--- src/sv/midi_note_merge_counter_macros.svh ---
// ----------------------------------------------------------------------------
// midi_note_merge_counter assertion macros
// Shared concurrent assertion wrappers, removable with NO_ASSERTIONS.
// ----------------------------------------------------------------------------
`ifndef MIDI_NOTE_MERGE_COUNTER_MACROS_SVH
`define MIDI_NOTE_MERGE_COUNTER_MACROS_SVH

`ifndef NO_ASSERTIONS
`define MNMC_ASSERT_IMPL(label, clk, rst_n, ante, cons) \
  label: assert property (@(posedge clk) disable iff (!rst_n) (ante) |-> (cons)) \
    else $error("mnmc assertion failed");
`define MNMC_ASSERT_NEXT(label, clk, rst_n, ante, cons) \
  label: assert property (@(posedge clk) disable iff (!rst_n) (ante) |=> (cons)) \
    else $error("mnmc assertion failed");
`else
`define MNMC_ASSERT_IMPL(label, clk, rst_n, ante, cons)
`define MNMC_ASSERT_NEXT(label, clk, rst_n, ante, cons)
`endif

`endif

--- src/sv/mnmc_pkg.sv ---
// ----------------------------------------------------------------------------
// mnmc_pkg
// Constants and types shared by the note merge counter modules.
// ----------------------------------------------------------------------------
`default_nettype none

package mnmc_pkg;

  localparam int NUM_KEYS    = 128;
  localparam int COUNT_WIDTH = 8;
  localparam int QUEUE_DEPTH = 2;

  localparam int OP_W   = 2;
  localparam int KEY_W  = 7;
  localparam int VEL_W  = 7;
  localparam int CHAN_W = 4;
  localparam int ADDR_W = (NUM_KEYS > 1) ? $clog2(NUM_KEYS) : 1;
  localparam int KCMP_W = 9;
  localparam int QPTR_W = (QUEUE_DEPTH > 1) ? $clog2(QUEUE_DEPTH) : 1;
  localparam int QCNT_W = $clog2(QUEUE_DEPTH + 1);

  localparam logic [COUNT_WIDTH-1:0] COUNT_MAX  = '1;
  localparam logic [COUNT_WIDTH-1:0] COUNT_ZERO = '0;
  localparam logic [COUNT_WIDTH-1:0] COUNT_ONE  = COUNT_WIDTH'(1);

  localparam logic [OP_W-1:0] OP_NOTE_OFF = 2'd0;
  localparam logic [OP_W-1:0] OP_NOTE_ON  = 2'd1;

  localparam logic PORT_KEYBOARD = 1'b0;
  localparam logic PORT_PLAYER   = 1'b1;

  typedef struct packed {
    logic              note_on;
    logic              player;
    logic [ADDR_W-1:0] addr;
    logic [KEY_W-1:0]  key;
    logic [VEL_W-1:0]  vel;
  } evt_t;

endpackage

`default_nettype wire

--- src/sv/midi_note_merge_counter.sv ---
// ----------------------------------------------------------------------------
// midi_note_merge_counter
// Merges keyboard and player note events through per-key hold counts.
// ----------------------------------------------------------------------------
// An event is taken when start is high and busy is low; unsupported kinds
// and keys beyond the table are dropped at once. Kept events wait in a
// two-entry queue and are then processed one at a time: a counter RAM
// read, then update and emit; a keyboard note-on on a key whose hold
// count is one re-triggers it, emitting a note-off followed by a note-on.
// The counter RAM is read-modify-written per event; busy rises only when the
// queue is full. Each result is on the out_ ports for one cycle with
// out_strobe high and must be taken then, there is no back-pressure;
// out_last marks the final result of an event. Hold counts are zero after
// reset with no clearing pass.
// ----------------------------------------------------------------------------
`default_nettype none

module midi_note_merge_counter
  import mnmc_pkg::*;
(
  input  wire logic              clk,
  input  wire logic              rst_n,
  input  wire logic              cfg_we,
  input  wire logic [CHAN_W-1:0] cfg_wdata,
  input  wire logic              start,
  output logic                   busy,
  input  wire logic [OP_W-1:0]   in_opcode,
  input  wire logic              in_source_port,
  input  wire logic [KEY_W-1:0]  in_key,
  input  wire logic [VEL_W-1:0]  in_velocity,
  output logic                   out_strobe,
  output logic                   out_is_note_on,
  output logic [KEY_W-1:0]       out_key,
  output logic [VEL_W-1:0]       out_velocity,
  output logic [CHAN_W-1:0]      out_channel,
  output logic                   out_last
);

  logic [CHAN_W-1:0] channel_r;
  logic              q_push;
  logic              q_pop;
  logic              q_empty;
  logic              q_full;
  evt_t              push_evt;
  evt_t              pop_evt;

  always_ff @(posedge clk) begin
    if (!rst_n) begin
      channel_r <= '0;
    end else if (cfg_we) begin
      channel_r <= cfg_wdata;
    end
  end

  mnmc_front u_front (
    .start          (start),
    .in_opcode      (in_opcode),
    .in_source_port (in_source_port),
    .in_key         (in_key),
    .in_velocity    (in_velocity),
    .q_full         (q_full),
    .busy           (busy),
    .q_push         (q_push),
    .q_evt          (push_evt)
  );

  mnmc_queue u_queue (
    .clk      (clk),
    .rst_n    (rst_n),
    .push     (q_push),
    .push_evt (push_evt),
    .pop      (q_pop),
    .pop_evt  (pop_evt),
    .empty    (q_empty),
    .full     (q_full)
  );

  mnmc_back u_back (
    .clk            (clk),
    .rst_n          (rst_n),
    .q_empty        (q_empty),
    .q_evt          (pop_evt),
    .q_pop          (q_pop),
    .channel        (channel_r),
    .out_strobe     (out_strobe),
    .out_is_note_on (out_is_note_on),
    .out_key        (out_key),
    .out_velocity   (out_velocity),
    .out_channel    (out_channel),
    .out_last       (out_last)
  );

endmodule

`default_nettype wire

--- src/sv/mnmc_ram.sv ---
// ----------------------------------------------------------------------------
// mnmc_ram
// Generic single write port, single read port RAM with registered read.
// ----------------------------------------------------------------------------
`default_nettype none

module mnmc_ram #(
  parameter int WIDTH = 8,
  parameter int DEPTH = 128
) (
  input  wire logic                                          clk,
  input  wire logic                                          we,
  input  wire logic [((DEPTH > 1) ? $clog2(DEPTH) : 1)-1:0]  waddr,
  input  wire logic [WIDTH-1:0]                              wdata,
  input  wire logic [((DEPTH > 1) ? $clog2(DEPTH) : 1)-1:0]  raddr,
  output logic      [WIDTH-1:0]                              rdata
);

  logic [WIDTH-1:0] mem [DEPTH];

  always_ff @(posedge clk) begin
    if (we) begin
      mem[waddr] <= wdata;
    end
    rdata <= mem[raddr];
  end

endmodule

`default_nettype wire

--- src/sv/mnmc_queue.sv ---
// ----------------------------------------------------------------------------
// mnmc_queue
// Short event queue between the front end and the counter back end.
// ----------------------------------------------------------------------------
`default_nettype none
`include "midi_note_merge_counter_macros.svh"

module mnmc_queue
  import mnmc_pkg::*;
(
  input  wire logic clk,
  input  wire logic rst_n,
  input  wire logic push,
  input  wire evt_t push_evt,
  input  wire logic pop,
  output evt_t      pop_evt,
  output logic      empty,
  output logic      full
);

  evt_t              entry_r [QUEUE_DEPTH];
  logic [QPTR_W-1:0] wr_ptr_r, wr_ptr_nxt;
  logic [QPTR_W-1:0] rd_ptr_r, rd_ptr_nxt;
  logic [QCNT_W-1:0] count_r, count_nxt;

  function automatic logic [QPTR_W-1:0] ptr_inc(input logic [QPTR_W-1:0] p);
    if (p == QPTR_W'(QUEUE_DEPTH - 1)) begin
      return '0;
    end
    return p + QPTR_W'(1);
  endfunction

  assign empty   = (count_r == '0);
  assign full    = (count_r == QCNT_W'(QUEUE_DEPTH));
  assign pop_evt = entry_r[rd_ptr_r];

  always_comb begin
    wr_ptr_nxt = push ? ptr_inc(wr_ptr_r) : wr_ptr_r;
    rd_ptr_nxt = pop ? ptr_inc(rd_ptr_r) : rd_ptr_r;
    count_nxt  = count_r;
    if (push && !pop) begin
      count_nxt = count_r + QCNT_W'(1);
    end else if (pop && !push) begin
      count_nxt = count_r - QCNT_W'(1);
    end
  end

  always_ff @(posedge clk) begin
    if (!rst_n) begin
      wr_ptr_r <= '0;
      rd_ptr_r <= '0;
      count_r  <= '0;
    end else begin
      wr_ptr_r <= wr_ptr_nxt;
      rd_ptr_r <= rd_ptr_nxt;
      count_r  <= count_nxt;
    end
  end

  always_ff @(posedge clk) begin
    if (push) begin
      entry_r[wr_ptr_r] <= push_evt;
    end
  end

  `MNMC_ASSERT_IMPL(a_no_push_full, clk, rst_n, push, !full)
  `MNMC_ASSERT_IMPL(a_no_pop_empty, clk, rst_n, pop, !empty)
  `MNMC_ASSERT_IMPL(a_count_bound, clk, rst_n, 1'b1, count_r <= QCNT_W'(QUEUE_DEPTH))

endmodule

`default_nettype wire

--- src/sv/mnmc_front.sv ---
// ----------------------------------------------------------------------------
// mnmc_front
// Takes input events, drops ignored kinds and out-of-range keys, and
// queues the rest for the counter back end.
// ----------------------------------------------------------------------------
`default_nettype none

module mnmc_front
  import mnmc_pkg::*;
(
  input  wire logic             start,
  input  wire logic [OP_W-1:0]  in_opcode,
  input  wire logic             in_source_port,
  input  wire logic [KEY_W-1:0] in_key,
  input  wire logic [VEL_W-1:0] in_velocity,
  input  wire logic             q_full,
  output logic                  busy,
  output logic                  q_push,
  output evt_t                  q_evt
);

  logic op_ok;
  logic key_ok;

  assign busy   = q_full;
  assign op_ok  = (in_opcode == OP_NOTE_OFF) || (in_opcode == OP_NOTE_ON);
  assign key_ok = (KCMP_W'(in_key) < KCMP_W'(NUM_KEYS));
  assign q_push = start && !q_full && op_ok && key_ok;

  always_comb begin
    q_evt.note_on = (in_opcode == OP_NOTE_ON);
    q_evt.player  = (in_source_port == PORT_PLAYER);
    q_evt.addr    = ADDR_W'(in_key);
    q_evt.key     = in_key;
    q_evt.vel     = in_velocity;
  end

endmodule

`default_nettype wire

--- src/sv/mnmc_back.sv ---
// ----------------------------------------------------------------------------
// mnmc_back
// Per-key hold count read-modify-write and message emission.
// ----------------------------------------------------------------------------
`default_nettype none
`include "midi_note_merge_counter_macros.svh"

module mnmc_back
  import mnmc_pkg::*;
(
  input  wire logic              clk,
  input  wire logic              rst_n,
  input  wire logic              q_empty,
  input  wire evt_t              q_evt,
  output logic                   q_pop,
  input  wire logic [CHAN_W-1:0] channel,
  output logic                   out_strobe,
  output logic                   out_is_note_on,
  output logic [KEY_W-1:0]       out_key,
  output logic [VEL_W-1:0]       out_velocity,
  output logic [CHAN_W-1:0]      out_channel,
  output logic                   out_last
);

  typedef enum logic [1:0] {S_IDLE, S_EXEC, S_SECOND} state_t;

  state_t                  state_r, state_nxt;
  evt_t                    cur_r, cur_nxt;
  logic [NUM_KEYS-1:0]     valid_r, valid_nxt;
  logic                    rd_valid_r, rd_valid_nxt;
  logic                    strobe_r, strobe_nxt;
  logic                    on_r, on_nxt;
  logic                    last_r, last_nxt;
  logic [CHAN_W-1:0]       chan_r, chan_nxt;
  logic [COUNT_WIDTH-1:0]  rd_data;
  logic [COUNT_WIDTH-1:0]  cnt;
  logic [COUNT_WIDTH-1:0]  cnt_new;
  logic                    wr_en;

  mnmc_ram #(
    .WIDTH (COUNT_WIDTH),
    .DEPTH (NUM_KEYS)
  ) u_count_ram (
    .clk   (clk),
    .we    (wr_en),
    .waddr (cur_r.addr),
    .wdata (cnt_new),
    .raddr (q_evt.addr),
    .rdata (rd_data)
  );

  assign cnt   = rd_valid_r ? rd_data : COUNT_ZERO;
  assign q_pop = (state_r == S_IDLE) && !q_empty;
  assign wr_en = (state_r == S_EXEC);

  always_comb begin
    state_nxt    = state_r;
    cur_nxt      = cur_r;
    valid_nxt    = valid_r;
    rd_valid_nxt = rd_valid_r;
    strobe_nxt   = 1'b0;
    on_nxt       = on_r;
    last_nxt     = last_r;
    chan_nxt     = chan_r;
    cnt_new      = cnt;
    case (state_r)
      S_IDLE: begin
        if (!q_empty) begin
          cur_nxt      = q_evt;
          rd_valid_nxt = valid_r[q_evt.addr];
          state_nxt    = S_EXEC;
        end
      end
      S_EXEC: begin
        valid_nxt[cur_r.addr] = 1'b1;
        chan_nxt              = channel;
        state_nxt             = S_IDLE;
        if (!cur_r.player) begin
          if (cur_r.note_on) begin
            cnt_new    = COUNT_ONE;
            strobe_nxt = 1'b1;
            if (cnt == COUNT_ONE) begin
              on_nxt    = 1'b0;
              last_nxt  = 1'b0;
              state_nxt = S_SECOND;
            end else begin
              on_nxt   = 1'b1;
              last_nxt = 1'b1;
            end
          end else begin
            cnt_new    = COUNT_ZERO;
            strobe_nxt = 1'b1;
            on_nxt     = 1'b0;
            last_nxt   = 1'b1;
          end
        end else if (cur_r.note_on) begin
          if (cnt != COUNT_MAX) begin
            cnt_new = cnt + COUNT_ONE;
            if (cnt == COUNT_ZERO) begin
              strobe_nxt = 1'b1;
              on_nxt     = 1'b1;
              last_nxt   = 1'b1;
            end
          end
        end else begin
          if (cnt != COUNT_ZERO) begin
            cnt_new = cnt - COUNT_ONE;
            if (cnt == COUNT_ONE) begin
              strobe_nxt = 1'b1;
              on_nxt     = 1'b0;
              last_nxt   = 1'b1;
            end
          end
        end
      end
      S_SECOND: begin
        strobe_nxt = 1'b1;
        on_nxt     = 1'b1;
        last_nxt   = 1'b1;
        state_nxt  = S_IDLE;
      end
      default: begin
        state_nxt = S_IDLE;
      end
    endcase
  end

  always_ff @(posedge clk) begin
    if (!rst_n) begin
      state_r    <= S_IDLE;
      valid_r    <= '0;
      rd_valid_r <= 1'b0;
      strobe_r   <= 1'b0;
    end else begin
      state_r    <= state_nxt;
      valid_r    <= valid_nxt;
      rd_valid_r <= rd_valid_nxt;
      strobe_r   <= strobe_nxt;
    end
    cur_r  <= cur_nxt;
    on_r   <= on_nxt;
    last_r <= last_nxt;
    chan_r <= chan_nxt;
  end

  assign out_strobe     = strobe_r;
  assign out_is_note_on = on_r;
  assign out_key        = cur_r.key;
  assign out_velocity   = cur_r.vel;
  assign out_channel    = chan_r;
  assign out_last       = last_r;

  // a non-final result is always the re-trigger note-off, followed by its note-on
  `MNMC_ASSERT_IMPL(a_first_is_off, clk, rst_n, strobe_r && !last_r, !on_r)
  `MNMC_ASSERT_NEXT(a_second_follows, clk, rst_n, strobe_r && !last_r,
                    strobe_r && last_r && on_r)
  `MNMC_ASSERT_IMPL(a_no_pop_busy, clk, rst_n, state_r != S_IDLE, !q_pop)

endmodule

`default_nettype wire

--- config.mk ---
export PLATFORM = sky130hd
export DESIGN_NAME = midi_note_merge_counter
export DESIGN_NICKNAME = d
export VERILOG_FILES = /design/src/sv/mnmc_pkg.sv /design/src/sv/midi_note_merge_counter.sv /design/src/sv/mnmc_ram.sv /design/src/sv/mnmc_queue.sv /design/src/sv/mnmc_front.sv /design/src/sv/mnmc_back.sv
export VERILOG_INCLUDE_DIRS = /design/src /design/src/sv
export SDC_FILE = /design/constraint.sdc
export NUM_CORES = 2
export LEC_CHECK = 0
export BUFFER_PORTS_ARGS = -buffer_cell sky130_fd_sc_hd__buf_4
export CAP_MARGIN = 40
export CELL_PAD_IN_SITES_DETAIL_PLACEMENT = 1
export CELL_PAD_IN_SITES_GLOBAL_PLACEMENT = 1
export CORE_UTILIZATION = 26
export CTS_CLUSTER_DIAMETER = 50
export DETAILED_ROUTE_END_ITERATION = 8
export PLACE_DENSITY_LB_ADDON = 0.2
export SYNTH_ARGS = -nofsm -noshare
export SYNTH_HDL_FRONTEND = slang
export SYNTH_SLANG_ARGS = --single-unit
export TNS_END_PERCENT = 50
--- constraint.sdc ---
create_clock -name clk -period 16.9 [get_ports clk]
set_input_delay 0.845 -clock clk [delete_from_list [all_inputs] [get_ports clk]]
set_output_delay 0.845 -clock clk [all_outputs]
set_load 0.02 [all_outputs]
==> results.md <==
- Post-CTS Hold Buffers: 0
- Setup_tns: 0 ns
- Worst-margin pin slew: ~0.96 ns
- Worst Setup Path Type: flop to flop
- Cells after synthesis: 3486
- CTS Buf Count: 155
- Row count: approximately 160
- Overall power: around 9 mW
- Rel. slew slack: 36.3%
- Max Slew Vio Count: 0
- F_max: 185 MHz
- Status: completed
- Routed WL: 157 mm
- Startpoint types: flop
- Worst R2R Path Depth: 12
- Fillers: 19800
- Number of top-level pins: 47
- Hold Crit Class: primary input to flop
- Post-synth top flop: edfxtp_1
- Peak supply drop: between 0.09 and 0.1 mV
- Die height: 436 um
- Power density over the cells: 153 nW/um2
- Leak pwr: just over 20 nW
- Initial antenna violation count: 8
- Post-Route Utilization: approximately 31%
- Slowest stage delay, CP: between 0.8 and 0.9 ns
- Via count: roughly 30000
- Cell at the slowest stage of the critical path: a2111oi_0
- DP HPWL: 96.1 mm
- Top cell type by total area after synthesis: edfxtp_1
- Final-report setup violation count: 0
- Synthesis Warnings: 0
- DRC viols: 0
- GRT overflow: 0
- Tcrit/Tclk final: 32.0%
- CP endpoint kind: flop
- Max clock buf depth: 3
- Area occupied by multi-input gates: ~13000 um2
- WL/cell: approximately 25 um
- Synth Register Bits: ~1200
- # nets final: 3677
- Post-synthesis sequential area ratio: between 70% and 80%
- Die extent in x: 436 um
- Worst-Skew Late Latency: 0.78 ns
- H-Tree Depth: 4
- Register area: between 30000 and 40000 um2
- Post_cts resized: 0
- First-pass GRT wire length: ~230 mm
- Commonest cells post-synth: 1078 x edfxtp_1, 778 x nand2_1, 256 x mux2i_1
- RSZ-0062 raised after global routing: no
- Max Cap Viol: 0
- Synthesized cell area: between 40000 and 50000 um2
- Die area: between 150000 and 200000 um2
- Post-route ant nets: 0
- Share of the synthesized area in the top cell type: 66.0%
- Vias in the first global route: about 31000
- Largest net degree at the start of global routing: 154
- Gr usage total: 16.3%
- Synthesized area per cell: ~14 um2
- Initial Util: 26.2%
- GPL Wtd Cong: approximately 0.77
- Fin crit period: 5.41 ns
- Max Fanout on Critical Path: between 100 and 150
- Share of layout cells above drive strength 1: roughly 15%
- Vias per cell: 4.82
- Synthesis-to-layout area growth: 19.7%
- Top-count cell post-synth: edfxtp_1
- Total iterations of the first detailed-routing run: 7
- Clk sinks: between 1000 and 1500
- Port Buffers: 46
- Setup bufs post-CTS: 0
- Critical path, cell by cell: buf_4 > mux2i_4 > buf_4 > inv_8 > buf_4 > buf_16 > buf_4 > mux4_2 > a2111oi_0 > nor4_1 > nor4_1 > nor3_1
- Synth area leaders: edfxtp_1 66%, dfxtp_1 6.1%, nand2_1 6.0%, mux2i_1 5.2%, a311oi_1 2.9%
- Final Hold Fails: 0
- Asr flop ratio synth: 0%
- Core area: about 190000 um2
- Worst Path Arrival: approximately 6.1 ns
- CTS tree: yes
- Number of synthesized flops with an enable pin: about 1100
- Worst Skew: between 0.04 and 0.05 ns
- Most used cell, CP: buf_4
- CP required: between 15 and 20 ns
- Reg clk slew, reported paths: about 0.060 ns
- Synth cell types: 54
- Synth Net Count: 3516
- Root Buffer: clkbuf_16
- DRT iter0 DRCs: around 2300
- WHS Path Cells: 1
[per-layer routing]
metal | part of all wire [%] | global-route usage [%]
met5 | 0.040 | 0
met4 | 3.4 | 5.89
met3 | 5.1 | 3.54
met2 | 44 | 24.5
met1 | 47 | 22.8
[flip-flops by register name, indices dropped and copies added, names as in the netlist, named ones only]
signal,flops
u_back.cur_r,3
u_back.out_is_note_on,1
u_queue.entry_r,32
u_queue.rd_ptr_r,1
u_back.rd_valid_r,1
channel_r,4
u_back.out_channel,4
u_back.out_strobe,1
u_back.out_velocity,7
u_queue.wr_ptr_r,1
u_back.valid_r,128
u_back.state_r,2
u_back.u_count_ram.mem,1024
u_back.u_count_ram.rdata,8
u_back.out_key,6
u_queue.count_r,2
u_back.out_last,1
[cell families after synthesis]
group | after synthesis | share of synthesized area, %
adder cells (fa/ha/maj) | 5 | 0.128
AND/OR/NAND/NOR | 1211 | 10.5
AO/OA/AOI/OAI | 472 | 7.35
multiplexers | 312 | 7.57
XOR/XNOR | 5 | 0.0892
flip-flops | 1227 | 72.1
buffers and inverters | 254 | 2.33
[power breakdown]
group          leakage [nW]  internal [mW]  switching (mW)
clock network          2.54           2.05            1.33
logic                  6.69          0.521            1.36
registers              11.1           3.61          0.0823
[worst max-delay path: cells and delay by family (launching register included)]
family / cells / cell delay, ns
AO/OA/AOI/OAI: 1 / 0.84
flip-flops: 1 / 0.29
multiplexers: 2 / 0.84
buffers and inverters: 6 / 2.36
AND/OR/NAND/NOR: 3 / 0.59
[worst paths after layout]
check	slack [ns]	start	end
worst max register to register	11.49	flop	u_back.rd_valid_r$_SDFFE_PN0P_
worst min-delay path	0.27	in_key[4]	u_queue.entry_r[0][18]$_DFFE_PP_
worst min register to register	0.43	channel_r[0]$_SDFFE_PN0P_	u_back.out_channel[0]$_DFFE_PP_
worst max-delay path	11.49	flop	u_back.rd_valid_r$_SDFFE_PN0P_
[cells in the final DEF (no fill, tap or decap), drive strengths merged, types with 34 or more instances in the layout]
| master | netlist | final |
|---|---|---|
| a311oi | 165 | 165 |
| and3 | 145 | 145 |
| buf | 115 | 242 |
| clkbuf | 124 | 213 |
| clkinv | 1 | 39 |
| dfxtp | 149 | 149 |
| edfxtp | 1078 | 1078 |
| mux2i | 257 | 257 |
| mux4 | 46 | 46 |
| nand2 | 778 | 778 |
| nand3 | 82 | 82 |
| nor2 | 146 | 146 |
| o21a | 131 | 131 |
| o21ai | 44 | 44 |
| o31ai | 34 | 34 |
[through the flow]
step                hold slack [ns]  instance area [um2]  worst slack [ns]  std cells
CTS                           0.199                58700             11.52       6274
floorplan                     0.408                49100              9.64       3486
detailed placement            0.419                53400             11.51       5984
global placement              0.412                52300             11.29       5868
global route                  0.214                58700             11.21       6275
finish                        0.265                58700             11.49       6279
[final cells by class]
type / count / share of cell area (%)
Tap cell: 2495 / 5.32
Clock buffer: 212 / 7.23
Inverter: 15 / 0.126
Antenna cell: 4 / 0.0170
Sequential cell: 1227 / 60.2
Multi-Input combinational cell: 2005 / 21.7
Clock inverter: 78 / 1.72
Timing Repair Buffer: 243 / 3.67
Note: power is estimated with default switching activity, not from simulation.
